<file path="src/design/ipxsr_pkg.sv">
package ipxsr_pkg;

    localparam int SESSIONS_DEF = 16;
    localparam int SESSION_W    = 4;
    localparam int SOCKET_W     = 16;
    localparam int NODE_W       = 32;
    localparam int IN_DATA_W    = 120;
    localparam int OUT_DATA_W   = 40;

    localparam logic [NODE_W-1:0]   FIRST_NODE = 32'd9001;
    localparam logic [NODE_W-1:0]   BCAST_NODE = 32'hffff_ffff;
    localparam logic [NODE_W-1:0]   NULL_HOST  = 32'h0000_0000;
    localparam logic [SOCKET_W-1:0] REG_SOCKET = 16'h0002;

    typedef enum logic [1:0] {
        KIND_JOIN   = 2'd0,
        KIND_LEAVE  = 2'd1,
        KIND_PACKET = 2'd2
    } kind_e_t;

    typedef enum logic [1:0] {
        ACT_NONE    = 2'd0,
        ACT_ASSIGN  = 2'd1,
        ACT_REPLY   = 2'd2,
        ACT_DELIVER = 2'd3
    } action_t;

    typedef enum logic [2:0] {
        ST_IDLE,
        ST_REPLY,
        ST_SCAN,
        ST_FLUSH,
        ST_EMIT
    } state_t;

    typedef struct packed {
        action_t                action;
        logic [SESSION_W-1:0]   target;
        logic [NODE_W-1:0]      node;
        logic                   last;
    } result_t;

    localparam result_t RES_NONE = '{action: ACT_NONE, target: '0, node: '0, last: 1'b1};

endpackage

</file>
<file path="src/design/ipx_session_router.sv">
// Session router: session table with node allocator and packet routing.
//
// Input channel (s_*): one transaction per event. s_tuser carries the kind
// (join, leave, packet received); s_tdata carries the session slot and the
// packet header words. Output channel (m_*): one or more result transactions
// per event, m_tlast marks the final one. m_tuser carries the action code.
//
// Timing: s_tready is high only between events. Join, leave and packets from
// a free or unregistered slot go through ST_EMIT, a registration reply
// through ST_REPLY and then ST_EMIT. A packet from a registered slot scans
// the node memory one slot per cycle unless a result waits on the output,
// and a unicast stops early at its match; the node memory has a single read
// port. Each result is registered in the output register before it appears.
//
// Results sit in an output register; a scan step whose result finds it full,
// with m_tready low, holds at its slot until it frees up. Nothing is dropped.
// Reset clears every slot's in-use and registered flag and sets the next node
// number to 9001; no clearing pass is needed and the block accepts input in
// the first cycle after reset.
module ipx_session_router
    import ipxsr_pkg::*;
#(
    parameter int SESSIONS = SESSIONS_DEF
) (
    input  logic                  aclk,
    input  logic                  aresetn,
    input  logic                  s_tvalid,
    output logic                  s_tready,
    // session[3:0], dest_socket[19:4], dest_host[51:20], src_node[83:52],
    // dest_node[115:84], zero pad
    input  logic [IN_DATA_W-1:0]  s_tdata,
    // kind[1:0]
    input  logic [1:0]            s_tuser,
    output logic                  m_tvalid,
    input  logic                  m_tready,
    // target_session[3:0], node_number[35:4], zero pad
    output logic [OUT_DATA_W-1:0] m_tdata,
    // action[1:0]
    output logic [1:0]            m_tuser,
    output logic                  m_tlast
);

    localparam int IDX_W = $clog2(SESSIONS);

    logic              out_free;
    logic              push;
    result_t           res;
    logic              ram_wr_en;
    logic              ram_rd_en;
    logic [IDX_W-1:0]  ram_addr;
    logic [NODE_W-1:0] ram_wdata;
    logic [NODE_W-1:0] ram_rdata;

    ipxsr_ctrl #(
        .SESSIONS (SESSIONS)
    ) u_ctrl (
        .aclk           (aclk),
        .aresetn        (aresetn),
        .in_valid       (s_tvalid),
        .in_ready       (s_tready),
        .in_kind        (kind_e_t'(s_tuser)),
        .in_session     (s_tdata[3:0]),
        .in_dest_socket (s_tdata[19:4]),
        .in_dest_host   (s_tdata[51:20]),
        .in_src_node    (s_tdata[83:52]),
        .in_dest_node   (s_tdata[115:84]),
        .out_free       (out_free),
        .push           (push),
        .res            (res),
        .ram_wr_en      (ram_wr_en),
        .ram_rd_en      (ram_rd_en),
        .ram_addr       (ram_addr),
        .ram_wdata      (ram_wdata),
        .ram_rdata      (ram_rdata)
    );

    ipxsr_node_ram #(
        .SESSIONS (SESSIONS)
    ) u_node_ram (
        .aclk  (aclk),
        .wr_en (ram_wr_en),
        .rd_en (ram_rd_en),
        .addr  (ram_addr),
        .wdata (ram_wdata),
        .rdata (ram_rdata)
    );

    ipxsr_out_reg u_out_reg (
        .aclk     (aclk),
        .aresetn  (aresetn),
        .push     (push),
        .res      (res),
        .out_free (out_free),
        .m_tvalid (m_tvalid),
        .m_tready (m_tready),
        .m_tdata  (m_tdata),
        .m_tuser  (m_tuser),
        .m_tlast  (m_tlast)
    );

endmodule

</file>
<file path="src/design/ipxsr_node_ram.sv">
module ipxsr_node_ram
    import ipxsr_pkg::*;
#(
    parameter int SESSIONS = SESSIONS_DEF
) (
    input  logic                          aclk,
    input  logic                          wr_en,
    input  logic                          rd_en,
    input  logic [$clog2(SESSIONS)-1:0]   addr,
    input  logic [NODE_W-1:0]             wdata,
    output logic [NODE_W-1:0]             rdata
);

    logic [NODE_W-1:0] mem [SESSIONS];
    logic [NODE_W-1:0] rdata_reg;

    always_ff @(posedge aclk) begin
        if (wr_en) begin
            mem[addr] <= wdata;
        end
        if (rd_en) begin
            rdata_reg <= mem[addr];
        end
    end

    assign rdata = rdata_reg;

endmodule

</file>
<file path="src/design/ipxsr_out_reg.sv">
module ipxsr_out_reg
    import ipxsr_pkg::*;
(
    input  logic                  aclk,
    input  logic                  aresetn,
    input  logic                  push,
    input  result_t               res,
    output logic                  out_free,
    output logic                  m_tvalid,
    input  logic                  m_tready,
    output logic [OUT_DATA_W-1:0] m_tdata,
    output logic [1:0]            m_tuser,
    output logic                  m_tlast
);

    logic    valid_reg;
    result_t res_reg;

    assign out_free = !valid_reg || m_tready;

    always_ff @(posedge aclk) begin
        if (!aresetn) begin
            valid_reg <= 1'b0;
        end else if (push) begin
            valid_reg <= 1'b1;
        end else if (m_tready) begin
            valid_reg <= 1'b0;
        end
    end

    always_ff @(posedge aclk) begin
        if (push) begin
            res_reg <= res;
        end
    end

    assign m_tvalid = valid_reg;
    assign m_tdata  = {(OUT_DATA_W - NODE_W - SESSION_W)'(0), res_reg.node, res_reg.target};
    assign m_tuser  = res_reg.action;
    assign m_tlast  = res_reg.last;

endmodule

</file>
<file path="src/design/ipxsr_ctrl.sv">
module ipxsr_ctrl
    import ipxsr_pkg::*;
#(
    parameter int SESSIONS = SESSIONS_DEF
) (
    input  logic                          aclk,
    input  logic                          aresetn,
    input  logic                          in_valid,
    output logic                          in_ready,
    input  kind_e_t                       in_kind,
    input  logic [SESSION_W-1:0]          in_session,
    input  logic [SOCKET_W-1:0]           in_dest_socket,
    input  logic [NODE_W-1:0]             in_dest_host,
    input  logic [NODE_W-1:0]             in_src_node,
    input  logic [NODE_W-1:0]             in_dest_node,
    input  logic                          out_free,
    output logic                          push,
    output result_t                       res,
    output logic                          ram_wr_en,
    output logic                          ram_rd_en,
    output logic [$clog2(SESSIONS)-1:0]   ram_addr,
    output logic [NODE_W-1:0]             ram_wdata,
    input  logic [NODE_W-1:0]             ram_rdata
);

    localparam int IDX_W = $clog2(SESSIONS);
    localparam logic [IDX_W-1:0] LAST_IDX = IDX_W'(SESSIONS - 1);

    state_t state_reg, state_next;

    logic [SESSIONS-1:0] in_use_reg;
    logic [SESSIONS-1:0] regd_reg;
    logic [NODE_W-1:0]   next_node_reg;

    logic [IDX_W-1:0]    idx_reg;
    logic [IDX_W-1:0]    slot_reg;
    logic                bcast_reg;
    logic [NODE_W-1:0]   src_node_reg;
    logic [NODE_W-1:0]   dest_node_reg;
    logic                held_valid_reg;
    logic [IDX_W-1:0]    held_idx_reg;
    logic [NODE_W-1:0]   held_node_reg;
    result_t             res_reg;

    logic             accept;
    logic [IDX_W-1:0] sidx;
    logic             in_range;
    logic             is_join;
    logic             is_leave;
    logic             pkt_live;
    logic             reg_req;
    logic             go_reply;
    logic             go_scan;

    logic             live;
    logic             send;
    logic             uni_hit;
    logic             need_push;
    logic             stall;

    // input decode
    assign in_ready = (state_reg == ST_IDLE);
    assign accept   = in_valid && in_ready;
    assign sidx     = IDX_W'(in_session);
    assign in_range = (32'(in_session) < SESSIONS);
    assign is_join  = in_range && (in_kind == KIND_JOIN);
    assign is_leave = in_range && (in_kind == KIND_LEAVE);
    assign pkt_live = in_range && (in_kind == KIND_PACKET) && in_use_reg[sidx];
    assign reg_req  = (in_dest_socket == REG_SOCKET) && (in_dest_host == NULL_HOST);
    assign go_reply = pkt_live && !regd_reg[sidx] && reg_req;
    assign go_scan  = pkt_live && regd_reg[sidx];

    // scan step: ram_rdata holds the node of slot idx_reg
    assign live      = in_use_reg[idx_reg] && regd_reg[idx_reg];
    assign send      = live && (bcast_reg ? (ram_rdata != src_node_reg)
                                          : (ram_rdata == dest_node_reg));
    assign uni_hit   = send && !bcast_reg;
    assign need_push = uni_hit || (send && held_valid_reg);
    assign stall     = need_push && !out_free;

    // next state
    always_comb begin
        state_next = state_reg;
        unique case (state_reg)
            ST_IDLE: begin
                if (accept) begin
                    if (go_reply) begin
                        state_next = ST_REPLY;
                    end else if (go_scan) begin
                        state_next = ST_SCAN;
                    end else begin
                        state_next = ST_EMIT;
                    end
                end
            end
            ST_REPLY: begin
                state_next = ST_EMIT;
            end
            ST_SCAN: begin
                if (!stall) begin
                    if (uni_hit) begin
                        state_next = ST_IDLE;
                    end else if (idx_reg == LAST_IDX) begin
                        state_next = ST_FLUSH;
                    end
                end
            end
            ST_FLUSH, ST_EMIT: begin
                if (out_free) begin
                    state_next = ST_IDLE;
                end
            end
            default: state_next = ST_IDLE;
        endcase
    end

    // outputs
    always_comb begin
        push      = 1'b0;
        res       = RES_NONE;
        ram_wr_en = 1'b0;
        ram_rd_en = 1'b0;
        ram_addr  = sidx;
        ram_wdata = next_node_reg;
        unique case (state_reg)
            ST_IDLE: begin
                if (accept) begin
                    ram_wr_en = is_join;
                    ram_rd_en = go_reply || go_scan;
                    if (go_scan) begin
                        ram_addr = '0;
                    end
                end
            end
            ST_REPLY: begin
            end
            ST_SCAN: begin
                if (uni_hit) begin
                    push = out_free;
                    res  = '{action: ACT_DELIVER, target: SESSION_W'(idx_reg),
                             node: ram_rdata, last: 1'b1};
                end else if (send && held_valid_reg) begin
                    push = out_free;
                    res  = '{action: ACT_DELIVER, target: SESSION_W'(held_idx_reg),
                             node: held_node_reg, last: 1'b0};
                end
                // look ahead one slot unless this one waits on the output, ends a unicast or is the last
                ram_addr  = idx_reg + 1'b1;
                ram_rd_en = !stall && !uni_hit && (idx_reg != LAST_IDX);
            end
            ST_FLUSH: begin
                push = out_free;
                if (held_valid_reg) begin
                    res = '{action: ACT_DELIVER, target: SESSION_W'(held_idx_reg),
                            node: held_node_reg, last: 1'b1};
                end
            end
            ST_EMIT: begin
                push = out_free;
                res  = res_reg;
            end
            default: begin
            end
        endcase
    end

    // control state
    always_ff @(posedge aclk) begin
        if (!aresetn) begin
            state_reg      <= ST_IDLE;
            in_use_reg     <= '0;
            regd_reg       <= '0;
            next_node_reg  <= FIRST_NODE;
            held_valid_reg <= 1'b0;
        end else begin
            state_reg <= state_next;
            if (accept) begin
                held_valid_reg <= 1'b0;
                if (is_join) begin
                    in_use_reg[sidx] <= 1'b1;
                    regd_reg[sidx]   <= 1'b0;
                    next_node_reg    <= next_node_reg + 1'b1;
                end else if (is_leave) begin
                    in_use_reg[sidx] <= 1'b0;
                    regd_reg[sidx]   <= 1'b0;
                end else if (go_reply) begin
                    regd_reg[sidx]   <= 1'b1;
                end
            end else if (state_reg == ST_SCAN && !stall && send && bcast_reg) begin
                held_valid_reg <= 1'b1;
            end
        end
    end

    // datapath
    always_ff @(posedge aclk) begin
        if (accept) begin
            idx_reg       <= '0;
            slot_reg      <= sidx;
            bcast_reg     <= (in_dest_node == BCAST_NODE);
            src_node_reg  <= in_src_node;
            dest_node_reg <= in_dest_node;
            if (is_join) begin
                res_reg <= '{action: ACT_ASSIGN, target: in_session,
                             node: next_node_reg, last: 1'b1};
            end else begin
                res_reg <= RES_NONE;
            end
        end
        if (state_reg == ST_REPLY) begin
            res_reg <= '{action: ACT_REPLY, target: SESSION_W'(slot_reg),
                         node: ram_rdata, last: 1'b1};
        end
        if (state_reg == ST_SCAN && !stall) begin
            if (send && bcast_reg) begin
                held_idx_reg  <= idx_reg;
                held_node_reg <= ram_rdata;
            end
            if (idx_reg != LAST_IDX) begin
                idx_reg <= idx_reg + 1'b1;
            end
        end
    end

endmodule

</file>
<file path="config.mk">
export PLATFORM = sky130hd
export DESIGN_NAME = ipx_session_router
export DESIGN_NICKNAME = d
export VERILOG_FILES = /design/src/design/ipxsr_pkg.sv /design/src/design/ipx_session_router.sv /design/src/design/ipxsr_node_ram.sv /design/src/design/ipxsr_out_reg.sv /design/src/design/ipxsr_ctrl.sv
export SDC_FILE = /design/constraint.sdc
export NUM_CORES = 1
export LEC_CHECK = 0
export BUFFER_PORTS_ARGS = -buffer_cell sky130_fd_sc_hd__clkbuf_2
export CAP_MARGIN = 20
export CORE_ASPECT_RATIO = 0.75
export CORE_MARGIN = 8
export CORE_UTILIZATION = 50
export DETAILED_ROUTE_END_ITERATION = 10
export GPL_ROUTABILITY_DRIVEN = 0
export PLACE_DENSITY = 0.67
export SLEW_MARGIN = 20
export SYNTH_ARGS = -nofsm -noshare
export SYNTH_HDL_FRONTEND = slang
export SYNTH_SLANG_ARGS = --single-unit
</file>
<file path="constraint.sdc">
create_clock -name aclk -period 8.1 [get_ports aclk]
set_input_delay 1.62 -clock aclk [delete_from_list [all_inputs] [get_ports aclk]]
set_output_delay 1.62 -clock aclk [all_outputs]
set_load 0.05 [all_outputs]
</file>
==> results.py, run 1 <==
metrics = {
    "grt": {
        "grt_antenna_before_repair": 1,
        "grt_use_met1": 0.292,
        "use_met3": 0.0402,
        "grt-busiest-layer": "met2",
        "grt_max_degree": 134,
        "track_usage": 0.204,
        "overflow": 0,
        "grt_pass1_wl_um": 115000,
        "use_met2": 0.321,
        "grt_pass1_vias": 18600,
    },
    "clock_tree": {
        "clk_pin_slew_ps": 60,
        "htreeDepth": 3,
        "cts-hold-fix-buffers": 0,
        "cts_setup_buffers": 0,
        "cts_tree": "built",
        "cts-root-buf": "clkbuf_16",
        "cts_resized": 0,
        "clkSinkCount": 799,
        "cts.path.max_buffers": 3,
        "cts_buffers": 75,
        "clk_latency_ps": 620,
    },
    "logic_synthesis": {
        "yosysTopAreaCellShare": 0.664,
        "yosys.area.top_type": "edfxtp_1",
        "synth_edf_count": 724,
        "syn_inst": 2067,
        "synth.distinct_cells": 69,
        "netlist_area_um2": 32700,
        "synth_area_leaders": "edfxtp_1 66%, mux2i_1 9.5%, dfxtp_1 4.6%, mux2_2 1.5%, nand2_1 1.5%",
        "ys_seq_area_frac": 0.710,
        "synth-seq-cells": 799,
        "async_reset_ff_frac": 0,
        "syn_area_per_cell_um2": 15.8,
        "ys.flop_type": "edfxtp_1",
        "yosysWarningCount": 0,
    },
    "worst_setup_path": {
        "cpMaxStageDelayCell": "nor2_4",
        "rrSetupSlack_ps": 3330,
        "crit_path_start": "s_tdata[0]",
        "reg2reg_depth": 9,
        "crit_arrival_ps": 5800,
        "rr_startpoint": "u_node_ram.rdata[17]",
        "start_kind": "input pin",
        "r2r-end": "u_node_ram.rdata[26]",
        "crit_type": "in -> reg",
        "critPathMaxStageDelay_ps": 850,
        "cp-endpoint": "u_node_ram.mem[3][10]",
        "cp_data_required_time_ps": 8390,
        "cp-end-kind": "flip-flop",
        "path_cells": "clkbuf_2 > mux4_2 > a22oi_1 > and3_2 > a211oi_4 > o22ai_4 > buf_12 > nand2_1 > nor2_4 > buf_4",
        "worstPathMaxFanout": 116,
    },
    "die": {
        "start_util": 0.504,
        "die_area_um2": 74000,
        "die_y_um": 238,
        "core_region_area_um2": 65000,
        "rows": 81,
        "die_x_um": 311,
        "pin_count": 171,
    },
    "placed_design": {
        "placed_cell_area_um2": 34600,
        "hpwlAfterDp_um": 47100,
        "dp_slack_ps": 1970,
        "io_buffers": 162,
    },
    "pwr": {
        "peakVddDrop_v": 0.000184,
        "p_int_mw": 6.59,
        "power_switching_mw": 1.72,
        "p_seq_frac": 0.545,
        "swShare": 0.207,
        "pwr-share-clk": 0.411,
        "combPwrFrac": 0.043,
        "p_per_area_nw_per_um2": 225,
        "p_leak_nw": 13.9,
    },
    "drt": {
        "drc": 0,
        "via_count": 18400,
        "drt-wirelength-per-cell_um": 24.6,
        "drt_iter0_drc": 1845,
        "dr.pass1.iters": 5,
        "wirelength_um": 77900,
        "ant_nets": 0,
        "via_per_inst": 5.82,
    },
    "finish": {
        "area_delta_synth_final_pct": 12.9,
        "nNetsFinal": 2363,
        "nFillCells": 5088,
        "largest_reg_flops": 512,
        "finish.instance_area_um2": 37000,
        "drive_gt1_frac": 0.177,
        "post-route-util": 0.569,
        "diodes": 0,
    },
    "timing": {
        "rsz0062_at_grt": "false",
        "maxSlewViolCount": 0,
        "fin_crit_ps": 5510,
        "finalHoldViolations": 0,
        "maxSlewHeadroom": 0.271,
        "tightest_slew_ps": 1090,
        "skew_ps": 22.7,
        "fin_tns_setup_ps": 0,
        "fin_crit_sh": 0.680,
        "whs_ps": 460,
        "fin_ws_ps": 2590,
        "setup_viol": 0,
        "fmax_mhz": 182,
    },
    "status": {
        "status": "completed",
    },
    "flow_run": {
        "max_cap_violations": 0,
    },
    "hold_path": {
        "hp-class": "reg -> reg",
    },
}
power by group through the flow:
stage	sequential, mW	clock [mW]	combinational [mW]
floorplan	4.65	0	0.202
global placement	4.62	0	0.353
detailed placement	4.62	0	0.359
CTS	4.53	3.48	0.360
global route	4.53	3.64	0.379
finish	4.53	3.42	0.359
stage by stage:
stage | cells | power (mW)
finish | 3162 | 8.31
global route | 3162 | 8.55
CTS | 3161 | 8.37
detailed placement | 3028 | 4.98
global placement | 3027 | 4.97
floorplan | 2070 | 4.86
critical path, delay by kind of cell:
family                 cells  cell delay [ps]
AO/OA/AOI/OAI              3              420
buffers and inverters      3             1550
multiplexers               1              590
AND/OR/NAND/NOR            3             1490
area by class of cell:
class                   instances  area (µm²)  share of cell area
repair buffers                200        1150              0.0312
multi-input cells            1150        9080               0.246
clock inverters                27         264             0.00714
well taps                     871        1090              0.0295
clock buffers                 106        2100              0.0567
inverters                       9        35.0            0.000948
flip-flops and latches        799       23200               0.629
synth_stat cells, drive strengths merged, types with 3 or more instances:
library cell	n
nor4	29
nor2b	23
and2	34
nand3	34
a22o	37
a22oi	35
mux2	65
xnor2	48
buf	46
o211ai	34
nor3	20
o221a	4
nor3b	4
o21ai	79
mux4	6
o22ai	3
a21oi	5
and4	5
o211a	5
inv	8
a21o	40
nor2	40
nand4	28
edfxtp	724
dfxtp	75
or4	4
nand2b	7
and3	6
clkbuf	66
nand2	135
mux2i	309
xor2	44
or3	6
o22a	33
a21boi	5
how the worst min path moves through the flow:
stage	from	to	slack, ps	depth (start not counted)
after floorplan	u_ctrl.idx_reg[2]	u_ctrl.held_idx_reg[2]	400	0
after global placement	u_ctrl.res_reg[38]	u_ctrl.res_reg[38]	440	1
after detailed placement	u_ctrl.res_reg[38]	u_ctrl.res_reg[38]	440	1
after CTS	u_ctrl.res_reg[38]	u_ctrl.res_reg[38]	460	1
after global routing	u_ctrl.res_reg[38]	u_ctrl.res_reg[38]	480	1
final	u_ctrl.res_reg[38]	u_ctrl.res_reg[38]	460	1
cell families (layout without fill, tap and decap cells):
logic type	count (synthesis)	after routing	synth area share
other	1	4	0.000115
AO/OA/AOI/OAI	292	292	0.0651
flip-flops	799	799	0.710
buffers and inverters	121	342	0.0182
XOR/XNOR	92	92	0.0246
multiplexers	380	380	0.121
AND/OR/NAND/NOR	380	380	0.0600
adder cells (fa/ha/maj)	2	2	0.000764
cells in the final DEF, fill, tap and decap left out, types with 6 or more instances in the layout:
| cell type | n |
|---|---|
| buf_4 | 34 |
| edfxtp_1 | 724 |
| nand4_1 | 27 |
| clkinv_2 | 11 |
| inv_1 | 8 |
| nor2_1 | 27 |
| nand2b_1 | 6 |
| clkbuf_8 | 6 |
| o22a_1 | 32 |
| mux2i_1 | 309 |
| clkbuf_16 | 77 |
| a21o_1 | 40 |
| clkinv_1 | 8 |
| nor3_2 | 7 |
| a22o_1 | 36 |
| nand2_1 | 134 |
| nand3_1 | 34 |
| and2_1 | 34 |
| nor2b_1 | 23 |
| mux4_2 | 6 |
| mux2_1 | 20 |
| nor3_1 | 12 |
| dfxtp_1 | 75 |
| clkbuf_1 | 23 |
| mux2_2 | 45 |
| o211ai_1 | 34 |
| clkbuf_2 | 162 |
| a22oi_1 | 34 |
| o21ai_0 | 77 |
| nor4_1 | 23 |
| nor2_4 | 10 |
| xnor2_1 | 48 |
| xor2_1 | 44 |
layer usage:
layer / part of all wire / up-vias
met4: 0.021 / 0
met5: 0 / -
met1: 0.45 / 9364
met3: 0.070 / 110
li1: - / 8331
met2: 0.46 / 613
Power figures use the tool's default switching activity.
==> inputs of run 2 (changes only) <==
PLACE_DENSITY = 0.7   (was 0.67)
clock period = 4.6 ns   (was 8.1 ns; I/O delays follow)
==> results.py, run 2 (same netlist as run 1, synthesis figures left out) <==
metrics = {
    "pwr": {
        "power_switching_mw": 3.02,
        "pwr-share-clk": 0.401,
        "peakVddDrop_v": 0.000289,
        "p_int_mw": 11.4,
        "p_per_area_nw_per_um2": 385,
        "p_seq_frac": 0.553,
        "combPwrFrac": 0.046,
        "swShare": 0.209,
        "p_leak_nw": 14.1,
    },
    "timing": {
        "fin_crit_sh": 0.862,
        "finalHoldViolations": 0,
        "fin_tns_setup_ps": 0,
        "rsz0062_at_grt": "false",
        "skew_ps": 18.0,
        "whs_ps": 461,
        "fmax_mhz": 252,
        "maxSlewViolCount": 0,
        "maxSlewHeadroom": 0.221,
        "fin_crit_ps": 3970,
        "tightest_slew_ps": 1170,
        "setup_viol": 0,
    },
    "drt": {
        "drc": 0,
        "ant_nets": 0,
        "via_count": 18900,
        "dr.pass1.iters": 5,
        "drt_iter0_drc": 1949,
        "wirelength_um": 78400,
        "drt-wirelength-per-cell_um": 24.5,
        "via_per_inst": 5.88,
    },
    "grt": {
        "grt_max_degree": 132,
        "track_usage": 0.206,
        "grt_pass1_vias": 18500,
        "grt_pass1_wl_um": 116000,
        "overflow": 0,
        "grt_antenna_before_repair": 1,
    },
    "hold_path": {
        "worstHoldEndpoint": "u_ctrl.res_reg[38]",
        "min-delay-start": "u_ctrl.res_reg[38]",
        "hp-class": "reg -> reg",
        "whs_path_depth": 1,
    },
    "die": {
        "start_util": 0.504,
        "die_x_um": 311,
        "pin_count": 171,
        "die_y_um": 238,
        "rows": 81,
        "die_area_um2": 74000,
        "core_region_area_um2": 65000,
    },
    "clock_tree": {
        "cts_buffers": 72,
        "cts_resized": 0,
        "cts.path.max_buffers": 3,
        "htreeDepth": 3,
        "cts-hold-fix-buffers": 0,
        "cts_tree": "built",
        "cts_setup_buffers": 0,
        "clk_latency_ps": 600,
        "cts-root-buf": "clkbuf_16",
        "clkSinkCount": 799,
        "clk_pin_slew_ps": 60,
    },
    "flow_run": {
        "max_cap_violations": 0,
    },
    "finish": {
        "area_delta_synth_final_pct": 14.5,
        "regArea_um2": 23200,
        "layout_common_cells": "724 x edfxtp_1, 309 x mux2i_1, 162 x clkbuf_2",
        "nFillCells": 4930,
        "layout_commonest_cell": "edfxtp_1",
        "multiInputGateArea_um2": 9140,
        "largest_reg_flops": 512,
        "nNetsFinal": 2404,
        "layoutNonFillerInstCount": 3204,
        "drive_gt1_frac": 0.191,
    },
    "worst_setup_path": {
        "reg2reg_depth": 10,
        "rrSetupSlack_ps": 630,
        "cp-end-kind": "flip-flop",
        "crit_arrival_ps": 4240,
        "crit_type": "reg -> reg",
        "start_kind": "flip-flop",
        "cp_data_required_time_ps": 4880,
        "r2r-end": "u_node_ram.rdata[24]",
        "worstPathMaxFanout": 32,
        "rr_startpoint": "u_node_ram.rdata[23]",
    },
    "status": {
        "status": "completed",
    },
    "placed_design": {
        "io_buffers": 162,
        "hpwlAfterDp_um": 50600,
        "dp_cells": 3073,
    },
}
[run 2: metrics by stage]
step                      cell area, µm²  total power, mW   util  worst slack, ps
after floorplan                    32800             8.55      -             -650
after global placement             35200             8.78  0.542              254
after detailed placement           35200             8.80  0.542              204
after CTS                          37500             14.5  0.577              837
after global routing               37500             14.8  0.577              686
final                              37500             14.4  0.577              635
[run 2: layout make-up]
class                      instances  share of cell area
sequential                       799               0.620
timing repair buffer             244              0.0457
multi-input combinational       1150               0.244
antenna                            1           0.0000668
inverter                           9            0.000935
clock inverter                    34             0.00728
clock buffer                      96              0.0527
tap                              871              0.0291
[run 2: how the worst max path moves through the flow]
stage / slack (ps) / endpoint / cells past startpoint / from
finish: 630 / u_node_ram.rdata[24] / 10 / u_node_ram.rdata[23]
global route: 690 / u_node_ram.mem[5][17] / 8 / s_tdata[0]
CTS: 840 / u_node_ram.rdata[13] / 10 / u_node_ram.rdata[23]
detailed placement: 200 / u_node_ram.mem[5][24] / 8 / s_tdata[0]
global placement: 250 / u_node_ram.mem[5][24] / 8 / s_tdata[0]
floorplan: -650 / u_node_ram.mem[1][0] / 10 / s_tdata[0]
[run 2: power groups by stage]
stage | clock network [mW] | logic (mW) | registers, mW
finish | 5.79 | 0.665 | 7.98
global route | 6.15 | 0.701 | 7.99
CTS | 5.88 | 0.663 | 7.98
detailed placement | 0 | 0.660 | 8.14
global placement | 0 | 0.650 | 8.13
floorplan | 0 | 0.359 | 8.19
[run 2: layer usage]
| metal | vias to the layer above | part of all wire | GRT usage |
|---|---|---|---|
| met1 | 9601 | 0.45 | 0.299 |
| met3 | 117 | 0.080 | 0.0452 |
| met4 | 0 | 0.023 | 0.0533 |
| met2 | 700 | 0.45 | 0.315 |
| li1 | 8432 | - | - |
| met5 | - | 0 | 0 |
[run 2: worst max-delay path: stages, from the launching register on]
cell and delay (ps):
edfxtp_1 540, xor2_1 220, nor4_1 800, nand4_1 240
o32ai_1 350, buf_4 210, nor3_1 80, a21o_1 290
a31oi_1 350, a22o_1 260, buf_12 260
